$ cat config.mk
export PLATFORM = sky130hd
export DESIGN_NAME = clipped_blit_palette_quantize
export DESIGN_NICKNAME = d
export VERILOG_FILES = /design/src/rtl/cbpq_pkg.sv /design/src/rtl/clipped_blit_palette_quantize.sv /design/src/rtl/cbpq_cfg.sv /design/src/rtl/cbpq_pipe.sv
export SDC_FILE = /design/constraint.sdc
export NUM_CORES = 1
export LEC_CHECK = 0
export BUFFER_PORTS_ARGS = -buffer_cell sky130_fd_sc_hd__buf_2
export CAP_MARGIN = 20
export CORE_MARGIN = 8
export CORE_UTILIZATION = 54
export CTS_BUF_LIST = sky130_fd_sc_hd__clkbuf_4 sky130_fd_sc_hd__clkbuf_8 sky130_fd_sc_hd__clkbuf_16
export DETAILED_ROUTE_END_ITERATION = 16
export HOLD_SLACK_MARGIN = 0.06
export PLACE_DENSITY = 0.85
export SLEW_MARGIN = 0
export SYNTH_ARGS = -nofsm -noshare
export SYNTH_HDL_FRONTEND = slang
export SYNTH_SLANG_ARGS = --single-unit
$ cat constraint.sdc
create_clock -name clk_i -period 4 [get_ports clk_i]
set_clock_uncertainty 0.15 [all_clocks]
set_input_delay 0.4 -clock clk_i [delete_from_list [all_inputs] [get_ports clk_i]]
set_output_delay 0.4 -clock clk_i [all_outputs]
set_load 0.005 [all_outputs]
$ cat src/rtl/cbpq_pkg.sv
package cbpq_pkg;

  localparam int unsigned DestWidth  = 11;
  localparam int unsigned SizeWidth  = 10;
  localparam int unsigned ColorWidth = 16;
  localparam int unsigned CodeWidth  = 4;
  localparam int unsigned CoordWidth = 8;
  localparam int unsigned AddrWidth  = 5;
  localparam int unsigned DataWidth  = 32;

  // Register map, word index taken from paddr[4:2]
  typedef enum logic [2:0] {
    REG_DEST_X        = 3'd0,
    REG_DEST_Y        = 3'd1,
    REG_SOURCE_WIDTH  = 3'd2,
    REG_SOURCE_HEIGHT = 3'd3,
    REG_SOURCE_COL    = 3'd4,
    REG_SOURCE_ROW    = 3'd5,
    REG_WINDOW_WIDTH  = 3'd6,
    REG_WINDOW_HEIGHT = 3'd7
  } cbpq_reg_e;

  typedef struct packed {
    logic signed [DestWidth-1:0] dest_x;
    logic signed [DestWidth-1:0] dest_y;
    logic [SizeWidth-1:0]        source_width;
    logic [SizeWidth-1:0]        source_height;
    logic [SizeWidth-1:0]        source_col_offset;
    logic [SizeWidth-1:0]        source_row_offset;
    logic [SizeWidth-1:0]        window_width;
    logic [SizeWidth-1:0]        window_height;
  } cbpq_cfg_t;

  // Palette codes
  localparam logic [CodeWidth-1:0] PalBlack   = 4'd0;
  localparam logic [CodeWidth-1:0] PalWhite   = 4'd1;
  localparam logic [CodeWidth-1:0] PalRed     = 4'd2;
  localparam logic [CodeWidth-1:0] PalGreen   = 4'd3;
  localparam logic [CodeWidth-1:0] PalYellow  = 4'd6;
  localparam logic [CodeWidth-1:0] PalMagenta = 4'd7;
  localparam logic [CodeWidth-1:0] PalGrey    = 4'd9;
  localparam logic [CodeWidth-1:0] PalDefault = 4'd13;
  localparam logic [CodeWidth-1:0] PalCyan    = 4'd14;

  // Priority chain of threshold tests on the RGB565 fields
  function automatic logic [CodeWidth-1:0] quantize(input logic [ColorWidth-1:0] color);
    logic [4:0] r;
    logic [5:0] g;
    logic [4:0] b;
    logic [CodeWidth-1:0] code;
    r = color[15:11];
    g = color[10:5];
    b = color[4:0];
    if (r < 5'd3 && g < 6'd6 && b < 5'd3) begin
      code = PalBlack;
    end else if (r > 5'd26 && g > 6'd54 && b > 5'd26) begin
      code = PalWhite;
    end else if (r > 5'd20 && g > 6'd38 && b < 5'd12) begin
      code = PalYellow;
    end else if (r > 5'd18 && g < 6'd20 && b < 5'd12) begin
      code = PalRed;
    end else if (r < 5'd12 && g > 6'd28 && b < 5'd14) begin
      code = PalGreen;
    end else if (r < 5'd12 && g > 6'd30 && b > 5'd18) begin
      code = PalCyan;
    end else if (r > 5'd18 && g < 6'd24 && b > 5'd16) begin
      code = PalMagenta;
    end else if (r > 5'd12 && g > 6'd22 && b > 5'd12) begin
      code = PalGrey;
    end else begin
      code = PalDefault;
    end
    return code;
  endfunction

endpackage

$ cat src/rtl/clipped_blit_palette_quantize.sv
// Channel  | Direction | Handshake                       | Payload
// ---------+-----------+---------------------------------+------------------------------------
// pixel    | in        | pixel_valid_i / pixel_ready_o   | pixel_color_i
// result   | out       | result_valid_o / result_ready_i | screen_x_o, screen_y_o,
//          |           |                                 | palette_code_o, write_enable_o,
//          |           |                                 | window_done_o
// config   | in        | psel, penable, pwrite / pready  | paddr, pwdata, prdata
//
// One request per cycle sustained while the result channel is not stalled; the input register
// takes the pixel, then the result register takes its result.
// Reset clears the window counters, both stage valids and the configuration to its
// reset values (offsets and destination zero, every size one).
// A stalled result holds in the result register while the input register still
// takes one more request; the pixel channel stalls only once both are full.
module clipped_blit_palette_quantize #(
  parameter int unsigned SCREEN_WIDTH  = 240,
  parameter int unsigned SCREEN_HEIGHT = 240
) (
  input  logic                               clk_i,
  input  logic                               rst_ni,
  // Configuration port
  input  logic                               psel,
  input  logic                               penable,
  input  logic                               pwrite,
  input  logic [cbpq_pkg::AddrWidth-1:0]     paddr,
  input  logic [cbpq_pkg::DataWidth-1:0]     pwdata,
  output logic [cbpq_pkg::DataWidth-1:0]     prdata,
  output logic                               pready,
  // Pixel stream
  input  logic                               pixel_valid_i,
  output logic                               pixel_ready_o,
  input  logic [cbpq_pkg::ColorWidth-1:0]    pixel_color_i,
  // Result stream
  output logic                               result_valid_o,
  input  logic                               result_ready_i,
  output logic [cbpq_pkg::CoordWidth-1:0]    screen_x_o,
  output logic [cbpq_pkg::CoordWidth-1:0]    screen_y_o,
  output logic [cbpq_pkg::CodeWidth-1:0]     palette_code_o,
  output logic                               write_enable_o,
  output logic                               window_done_o
);
  import cbpq_pkg::*;

  cbpq_cfg_t cfg;

  // Register file: size registers reject a zero write and keep their value
  cbpq_cfg u_cfg (
    .clk_i   (clk_i),
    .rst_ni  (rst_ni),
    .psel    (psel),
    .penable (penable),
    .pwrite  (pwrite),
    .paddr   (paddr),
    .pwdata  (pwdata),
    .prdata  (prdata),
    .pready  (pready),
    .cfg_o   (cfg)
  );

  // Counters, clipping and quantising between input and result registers.
  // The user must keep the configuration static while requests are in flight (the block
  // does not enforce it), since the clip stage reads it straight from the register file.
  cbpq_pipe #(
    .SCREEN_WIDTH  (SCREEN_WIDTH),
    .SCREEN_HEIGHT (SCREEN_HEIGHT)
  ) u_pipe (
    .clk_i          (clk_i),
    .rst_ni         (rst_ni),
    .cfg_i          (cfg),
    .pixel_valid_i  (pixel_valid_i),
    .pixel_ready_o  (pixel_ready_o),
    .pixel_color_i  (pixel_color_i),
    .result_valid_o (result_valid_o),
    .result_ready_i (result_ready_i),
    .screen_x_o     (screen_x_o),
    .screen_y_o     (screen_y_o),
    .palette_code_o (palette_code_o),
    .write_enable_o (write_enable_o),
    .window_done_o  (window_done_o)
  );

endmodule

$ cat src/rtl/cbpq_cfg.sv
module cbpq_cfg (
  input  logic                             clk_i,
  input  logic                             rst_ni,
  input  logic                             psel,
  input  logic                             penable,
  input  logic                             pwrite,
  input  logic [cbpq_pkg::AddrWidth-1:0]   paddr,
  input  logic [cbpq_pkg::DataWidth-1:0]   pwdata,
  output logic [cbpq_pkg::DataWidth-1:0]   prdata,
  output logic                             pready,
  output cbpq_pkg::cbpq_cfg_t              cfg_o
);
  import cbpq_pkg::*;

  cbpq_cfg_t cfg_q, cfg_d;
  cbpq_reg_e reg_sel;
  logic      wr_en;
  logic [SizeWidth-1:0] wr_size;

  assign pready  = 1'b1;
  assign wr_en   = psel & penable & pwrite;
  assign reg_sel = cbpq_reg_e'(paddr[4:2]);
  assign wr_size = pwdata[SizeWidth-1:0];

  // Size registers drop a write of zero
  always_comb begin
    cfg_d = cfg_q;
    if (wr_en) begin
      unique case (reg_sel)
        REG_DEST_X:        cfg_d.dest_x = $signed(pwdata[DestWidth-1:0]);
        REG_DEST_Y:        cfg_d.dest_y = $signed(pwdata[DestWidth-1:0]);
        REG_SOURCE_WIDTH:  if (wr_size != '0) cfg_d.source_width = wr_size;
        REG_SOURCE_HEIGHT: if (wr_size != '0) cfg_d.source_height = wr_size;
        REG_SOURCE_COL:    cfg_d.source_col_offset = wr_size;
        REG_SOURCE_ROW:    cfg_d.source_row_offset = wr_size;
        REG_WINDOW_WIDTH:  if (wr_size != '0) cfg_d.window_width = wr_size;
        REG_WINDOW_HEIGHT: if (wr_size != '0) cfg_d.window_height = wr_size;
        default: ;
      endcase
    end
  end

  always_ff @(posedge clk_i or negedge rst_ni) begin
    if (!rst_ni) begin
      cfg_q.dest_x            <= '0;
      cfg_q.dest_y            <= '0;
      cfg_q.source_width      <= SizeWidth'(1);
      cfg_q.source_height     <= SizeWidth'(1);
      cfg_q.source_col_offset <= '0;
      cfg_q.source_row_offset <= '0;
      cfg_q.window_width      <= SizeWidth'(1);
      cfg_q.window_height     <= SizeWidth'(1);
    end else begin
      cfg_q <= cfg_d;
    end
  end

  always_comb begin
    prdata = '0;
    unique case (reg_sel)
      REG_DEST_X:        prdata = DataWidth'(unsigned'(cfg_q.dest_x));
      REG_DEST_Y:        prdata = DataWidth'(unsigned'(cfg_q.dest_y));
      REG_SOURCE_WIDTH:  prdata = DataWidth'(cfg_q.source_width);
      REG_SOURCE_HEIGHT: prdata = DataWidth'(cfg_q.source_height);
      REG_SOURCE_COL:    prdata = DataWidth'(cfg_q.source_col_offset);
      REG_SOURCE_ROW:    prdata = DataWidth'(cfg_q.source_row_offset);
      REG_WINDOW_WIDTH:  prdata = DataWidth'(cfg_q.window_width);
      REG_WINDOW_HEIGHT: prdata = DataWidth'(cfg_q.window_height);
      default:           prdata = '0;
    endcase
  end

  assign cfg_o = cfg_q;

endmodule

$ cat src/rtl/cbpq_pipe.sv
module cbpq_pipe #(
  parameter int unsigned SCREEN_WIDTH  = 240,
  parameter int unsigned SCREEN_HEIGHT = 240
) (
  input  logic                               clk_i,
  input  logic                               rst_ni,
  input  cbpq_pkg::cbpq_cfg_t                cfg_i,
  input  logic                               pixel_valid_i,
  output logic                               pixel_ready_o,
  input  logic [cbpq_pkg::ColorWidth-1:0]    pixel_color_i,
  output logic                               result_valid_o,
  input  logic                               result_ready_i,
  output logic [cbpq_pkg::CoordWidth-1:0]    screen_x_o,
  output logic [cbpq_pkg::CoordWidth-1:0]    screen_y_o,
  output logic [cbpq_pkg::CodeWidth-1:0]     palette_code_o,
  output logic                               write_enable_o,
  output logic                               window_done_o
);
  import cbpq_pkg::*;

  localparam logic [SizeWidth:0] ScrWidth  = (SizeWidth + 1)'(SCREEN_WIDTH);
  localparam logic [SizeWidth:0] ScrHeight = (SizeWidth + 1)'(SCREEN_HEIGHT);

  // Window counters
  logic [SizeWidth-1:0] col_q, col_d, row_q, row_d;
  logic [SizeWidth:0]   col_inc, row_inc;
  logic                 row_end, win_end;

  // Input register
  logic                  in_valid_q, in_valid_d;
  logic [ColorWidth-1:0] in_color_q;
  logic [SizeWidth-1:0]  in_col_q, in_row_q;
  logic                  in_done_q;

  // Result register
  logic                  out_valid_q, out_valid_d;
  logic [CoordWidth-1:0] out_x_q, out_y_q;
  logic [CodeWidth-1:0]  out_code_q;
  logic                  out_we_q, out_done_q;

  logic accept, out_free, move;

  // Clip logic
  logic [SizeWidth:0]   src_x, src_y;
  logic [DestWidth:0]   dst_x, dst_y;
  logic                 in_src, in_scr, wr_en;

  assign out_free      = !out_valid_q || result_ready_i;
  assign move          = in_valid_q && out_free;
  assign pixel_ready_o = !in_valid_q || out_free;
  assign accept        = pixel_valid_i && pixel_ready_o;

  assign col_inc = {1'b0, col_q} + 1'b1;
  assign row_inc = {1'b0, row_q} + 1'b1;
  assign row_end = col_inc >= {1'b0, cfg_i.window_width};
  assign win_end = row_end && (row_inc >= {1'b0, cfg_i.window_height});

  always_comb begin
    col_d = col_q;
    row_d = row_q;
    if (accept) begin
      if (win_end) begin
        col_d = '0;
        row_d = '0;
      end else if (row_end) begin
        col_d = '0;
        row_d = row_inc[SizeWidth-1:0];
      end else begin
        col_d = col_inc[SizeWidth-1:0];
      end
    end
  end

  assign in_valid_d  = accept ? 1'b1 : (out_free ? 1'b0 : in_valid_q);
  assign out_valid_d = out_free ? in_valid_q : out_valid_q;

  assign src_x = {1'b0, cfg_i.source_col_offset} + {1'b0, in_col_q};
  assign src_y = {1'b0, cfg_i.source_row_offset} + {1'b0, in_row_q};
  assign dst_x = {cfg_i.dest_x[DestWidth-1], cfg_i.dest_x} + {2'b00, in_col_q};
  assign dst_y = {cfg_i.dest_y[DestWidth-1], cfg_i.dest_y} + {2'b00, in_row_q};

  assign in_src = (src_x < {1'b0, cfg_i.source_width}) &&
                  (src_y < {1'b0, cfg_i.source_height});
  assign in_scr = !dst_x[DestWidth] && (dst_x[DestWidth-1:0] < ScrWidth) &&
                  !dst_y[DestWidth] && (dst_y[DestWidth-1:0] < ScrHeight);
  assign wr_en  = in_src && in_scr;

  always_ff @(posedge clk_i or negedge rst_ni) begin
    if (!rst_ni) begin
      col_q       <= '0;
      row_q       <= '0;
      in_valid_q  <= 1'b0;
      out_valid_q <= 1'b0;
    end else begin
      col_q       <= col_d;
      row_q       <= row_d;
      in_valid_q  <= in_valid_d;
      out_valid_q <= out_valid_d;
    end
  end

  always_ff @(posedge clk_i) begin
    if (accept) begin
      in_color_q <= pixel_color_i;
      in_col_q   <= col_q;
      in_row_q   <= row_q;
      in_done_q  <= win_end;
    end
    if (move) begin
      out_x_q    <= wr_en ? dst_x[CoordWidth-1:0] : '0;
      out_y_q    <= wr_en ? dst_y[CoordWidth-1:0] : '0;
      out_code_q <= quantize(in_color_q);
      out_we_q   <= wr_en;
      out_done_q <= in_done_q;
    end
  end

  assign result_valid_o = out_valid_q;
  assign screen_x_o     = out_x_q;
  assign screen_y_o     = out_y_q;
  assign palette_code_o = out_code_q;
  assign write_enable_o = out_we_q;
  assign window_done_o  = out_done_q;

endmodule

---- After elaboration in Yosys (flattened, before gate mapping) ----
Cells that the tools add are included.
storage, ports and cells
  input bits .............................. 60
  word-level logic and storage cells ...... 124
  bits in registers ....................... 163
  output and inout port bits .............. 57
cells by class
  eq/ne operators ......................... 7
  reduce and logical (&&, ||, !) cells .... 45
  bitwise logic cells ..................... 2
  $add $sub $neg .......................... 6
  $lt $le $gt $ge ......................... 27
  multiplexer cells ....................... 14
operators with widths
  cell                                                  number
  case mux 32 bit (8 select lines)                      1
  2-to-1 mux 10 bit                                     4
  > comparator 5 bit (second input constant)            6
  adder 11 x 11 -> 12 bit                               2
  logical AND 1 bit                                     24
  adder 10 x 1 -> 11 bit (second input constant)        2
  adder 10 x 10 -> 11 bit                               2
  >= comparator 11 x 10 -> 1 bit                        2
  < comparator 11 x 10 -> 1 bit                         2
  < comparator 11 x 8 -> 1 bit (second input constant)  2
  > comparator 6 x 5 -> 1 bit (second input constant)   3
  < comparator 5 x 4 -> 1 bit (second input constant)   3
  equality test 3 bit (second input constant)           4
  > comparator 6 bit (second input constant)            2
  < comparator 6 x 5 -> 1 bit (second input constant)   2
  2-to-1 mux 3 bit                                      4
  AND reduction 3 bit                                   4
  > comparator 5 x 4 -> 1 bit (second input constant)   2
  < comparator 5 x 2 -> 1 bit (second input constant)   2
  AND reduction 2 bit                                   5
  nonzero test 10 bit                                   1
  2-to-1 mux 4 bit                                      2
  equality test 3 x 2 -> 1 bit (second input constant)  2
  < comparator 6 x 3 -> 1 bit (second input constant)   1
  9 further kinds                                       17

---- Longest topological paths before layout ----
  word-level depth ........................ 10
  gate-level depth with buffers ........... 18

---- Modules after synthesis ----
From an unflattened synthesis, not the netlist that was laid out.
second synthesis, totals
  cells, all modules ...................... 927
  area, all modules ....................... 10149.7 sq um
by module, submodules not included
  module     area each (sq um)  cells each  instances
  cbpq_pipe  6162.2             620         1
  cbpq_cfg   3987.6             307         1

---- Worst setup path before layout ----
No wires, ideal clock.
  path kind ............................... reg2reg
  from .................................... register u_pipe.in_col_q[1]
  to ...................................... register u_pipe.out_x_q[6] (netlist: u_pipe.screen_x_o[6]), data pin
  path slack .............................. -239 ps
  cell stages (with the launch flop) ...... 17
  arrival time ............................ 3938 ps
  path buffers ............................ 2
  cell sequence ........................... edfxtp_1 -> ha_1 -> a21o_1 -> a21oi_1 -> o21bai_1 -> a2111oi_0 -> o31ai_1 -> a21oi_1 -> xnor2_1 -> ha_1 -> nor4_1 -> nand4_1 -> or4_1 -> or4_1 -> buf_6 -> buf_12 -> nor3_2
on the way
  cells in the longest elaborated chain, start to end .. 6
  elaborated cells on any way between the ends .. 10
  classes of those cells .................. add/sub (2); order compare (2); reduce/logical (6)
ends and longest elaborated chain
  element                                                            RTL line          source
  from (decl)                                                        cbpq_pipe.sv:32   logic [SizeWidth-1:0] in_col_q, in_row_q;
  from (signal assigned)                                             cbpq_pipe.sv:105  in_col_q <= col_q;
  adder 11 x 11 -> 12 bit                                            cbpq_pipe.sv:79   assign dst_x = {cfg_i.dest_x[DestWidth-1], cfg_i.dest_x} + {2'b00, in_col_q};
  < comparator 11 x 8 -> 1 bit or logical NOT 1 bit (tied branches)  cbpq_pipe.sv:84   assign in_scr = !dst_x[DestWidth] && (dst_x[DestWidth-1:0] < ScrWidth) &&
  logical AND 1 bit (2 in series)                                    cbpq_pipe.sv:84
  logical AND 1 bit                                                  cbpq_pipe.sv:85   !dst_y[DestWidth] && (dst_y[DestWidth-1:0] < ScrHeight);
  logical AND 1 bit                                                  cbpq_pipe.sv:86   assign wr_en = in_src && in_scr;
  to (signal assigned)                                               cbpq_pipe.sv:110  out_x_q <= wr_en ? dst_x[CoordWidth-1:0] : '0;
  to (decl)                                                          cbpq_pipe.sv:37   logic [CoordWidth-1:0] out_x_q, out_y_q;
Several ways; a longest one is shown, not always the timed one.
A chain may end at the register's enable or synchronous reset.

---- Final worst setup path ----
  from .................................... register u_pipe.in_row_q[0]
  to ...................................... register u_pipe.out_x_q[2] (netlist: u_pipe.screen_x_o[2]), data pin
on the way
  cells in the longest elaborated chain, start to end .. 5
  elaborated cells on any way between the ends .. 9
  classes of those cells .................. add/sub (2); order compare (2); reduce/logical (5)
ends and longest elaborated chain
  element                                                          RTL line          source
  from (decl)                                                      cbpq_pipe.sv:32
  from (signal assigned)                                           cbpq_pipe.sv:106  in_row_q <= row_q;
  branches (longest 4 deep; another with adder 11 x 11 -> 12 bit)  n/a
  logical AND 1 bit *                                              cbpq_pipe.sv:86
Mark *: on every way between the ends.

==> impl_metrics.ini <==
[logic_synthesis]
ys_async_sr_fraction_pct = 63.8
synth_top_area_share_pct = 25.0
yosysUniqueCellTypes = 64
synth_seq_area_share_pct = 43.8
synth_fa_ha_area_share_pct = 10.8
synthSimpleGateAreaFrac_pct = 14.2
synth_xor_xnor_area_share_pct = 3.51
synth_top_area_cell = dfrtp_1
ys_top_cells_by_area = dfrtp_1 25%, edfxtp_1 18%, ha_1 10%
avgSynthCellArea_sq_um = 10.1
yosys_warnings = 0
synth_top_family_by_area = compound AO/OA/AOI/OAI gates
synthMuxAreaShare_pct = 7.41
synth_cells = 989
synth_area_sq_um = 9990
synth_compound_area_share_pct = 14.4
ys_seq_elements = 163
ys.flop_type = dfrtp_1
synth_edf_count = 59

[timing]
drv_slew = 0
setup_ws_ns = -0.367
fin_tns_setup_ns = -5.55
hold_viol_final = 0
fmax_mhz = 229
period_share_pct = 109
hold_slack_ns = 0.0807
finalSetupViolCount = 17
rsz0062_at_grt = yes
worst_pin_slew_ns = 1.01
maxSlewHeadroom_pct = 32.5
min_period_ns = 4.37

[global_route]
grt_overflow_total = 0
grt_antenna_before_repair = 0
grt_max_degree = 52
grt_pass1_wl_mm = 42.3
grt_pass1_vias = 7904
grt_usage_pct = 23.0

[clock_network]
ctsLongestPathBuffers = 2
cts_tree = yes
insertion_delay_ns = 0.44
htreeDepth = 4
clock-root-buffer = clkbuf_16
cts.clk_slew.worst_paths_ns = 0.07
cts_buffers = 17
clock_sinks = 163

[die]
fp-row-count = 49
die_area_sq_um = 23100
dieWidth_um = 152
ios = 117
start_util_pct = 55.2
core_area_sq_um = 18100
die_h_um = 152

[placed_design]
pre_cts_ws_ns = -0.464
dp_hpwl_mm = 19.5
io_buffers = 71
dp_cells = 1291
place_congestion = 0.916

[power]
power_density_nw_per_um2 = 489
combPwrFrac_pct = 33.0
intPower_mw = 3.70
p_sw_share_pct = 34.6
clkPwrFrac_pct = 27.0
p_leak_nw = 5.21
power.net_switching_mw = 1.96
seq_power_share_pct = 40.0
peakVddDrop_mv = 0.334

[routing]
dr.pass1.iters = 6
post-route-drc-count = 0
viasPerCell = 6.03
drt_iter0_markers = 924
wirelength_mm = 26.9
final_antenna_net_count = 0
vias = 8113
post_drt_wl_per_cell_um = 20.0

[cells_and_area]
final_common_cell = nand2_1
drive_above_1_share_pct = 22.3
area_delta_synth_final_pct = 15.8
final_net_count = 1247
layout.cells.non_filler = 1345
fin_util_pct = 64.0
antenna_cells = 0
final_cell_mix = 106 x nand2_1, 100 x dfrtp_1, 90 x o21ai_0

[setup_path]
crit_path_end_kind = flip-flop
crit_required_ns = 4.10
worstPathArrival_ns = 4.47
ff2ff_setup_slack_ns = -0.37
cp-startpoint = u_pipe.in_row_q[0]
crit_path_start_kind = flip-flop
r2r_end = u_pipe.screen_x_o[2]
critPathMaxFanout = 12
r2r-start = u_pipe.in_row_q[0]
critPathKind = reg -> reg
worstRegToRegCells = 17
critical_path.endpoint = u_pipe.screen_x_o[2]

[min_path]
hp-start = pwdata[10]
min_path_type = in -> reg

[outcome]
status = finished, violations left
violations = negative setup slack

[job]
drv_cap = 0
## worst min path at each step
stage,to,slack [ns],cells past startpoint
after floorplan,u_cfg.cfg_o[11],-0.05,0
after global placement,u_pipe.col_q[4],0.06,1
after detailed placement,u_pipe.col_q[4],0.06,1
after CTS,u_cfg.cfg_o[70],0.07,2
after global routing,u_cfg.cfg_o[70],0.08,2
final,u_cfg.cfg_o[70],0.08,2
## power by group through the flow
stage / combinational (mW) / clock [mW] / sequential (mW)
6_report: 1.87 / 1.53 / 2.27
5_1_grt: 2.08 / 1.61 / 2.29
4_1_cts: 1.81 / 1.54 / 2.26
3_5_place_dp: 1.75 / 0 / 2.28
3_3_place_gp: 1.69 / 0 / 2.27
2_1_floorplan: 1.26 / 0 / 2.19
## Yosys cell counts (4+ instances only)
| cell type | count |
|---|---|
| nand2_1 | 106 |
| dfrtp_1 | 100 |
| o21ai_0 | 91 |
| ha_1 | 80 |
| inv_1 | 62 |
| edfxtp_1 | 59 |
| mux2_2 | 51 |
| nor2_1 | 46 |
| a21oi_1 | 43 |
| clkbuf_1 | 31 |
| nand3_1 | 27 |
| xnor2_1 | 26 |
| buf_4 | 22 |
| nand2b_1 | 20 |
| nor2b_1 | 15 |
| xor2_1 | 14 |
| a211oi_1 | 12 |
| a21o_1 | 11 |
| and3_1 | 11 |
| nor3_1 | 11 |
| nor4_1 | 11 |
| a22oi_1 | 10 |
| a31oi_1 | 10 |
| o31ai_1 | 9 |
| o21a_1 | 8 |
| a221oi_1 | 6 |
| mux4_2 | 6 |
| nand4_1 | 6 |
| or2_2 | 6 |
| buf_1 | 5 |
| nor3b_2 | 5 |
| and2_1 | 4 |
| dfstp_2 | 4 |
| fa_1 | 4 |
| nor3_2 | 4 |
| o21bai_1 | 4 |
## layout make-up
class,instances,area (sq um)
sequential,163,4380
fill,1378,6520
multi-input combinational,723,5230
timing repair buffer,135,891
tap,229,287
inverter,63,236
clock buffer,21,462
clock inverter,11,78.8
## cell families (layout without fill, tap and decap cells)
kind of cell,Yosys count,after routing
compound gates,232,232
xor+xnor,40,40
fa+ha+maj,84,84
buf+inv,123,230
flops,163,163
mux,60,60
other cells,2,22
simple gates,285,285
## critical path: stages, from the launching register on
cell,delay [ns]
edfxtp_1,0.44
ha_4,0.21
fa_2,0.37
a211o_1,0.27
o211ai_1,0.13
a21oi_2,0.10
o21a_1,0.19
nor2_2,0.10
xnor2_1,0.13
ha_1,0.27
a211oi_2,0.19
o21ai_1,0.12
a21oi_2,0.16
o2bb2ai_2,0.08
or4_4,0.42
or4_4,0.52
buf_6,0.18
nor4_2,0.15
## per-stage QoR
step	instance area, sq um	total power, mW
floorplan	10100	3.45
global placement	10700	3.96
detailed placement	10700	4.03
CTS	11500	5.60
global route	11600	5.98
finish	11600	5.66
## sequential cells by signal, summed over array words and instances (netlist names), 8 cells and up
register,count
u_pipe.in_color_q,16
u_pipe.screen_y_o,8
u_pipe.row_q,10
u_pipe.col_q,10
u_pipe.in_row_q,10
u_pipe.screen_x_o,8
u_pipe.in_col_q,10
u_cfg.cfg_o,82
## routing by layer
metal	global-route usage (%)	vias up	part of all wire (%)
met3	5.87	85	9.4
met1	29.1	3864	40
met4	11.8	0	4.3
met5	0	-	0
li1	-	3753	-
met2	36.0	411	46
## what timing repair did
item | CTS | global route
endpoints found under the setup margin | 17 | 17
setup buffers | 3 | 1
hold endpoints to repair | 117 | 0
hold buffers | 18 | 0
pin swaps | 3 | 6
resized for setup | 8 | 8
No activity file was read; power rests on OpenSTA's default activity.
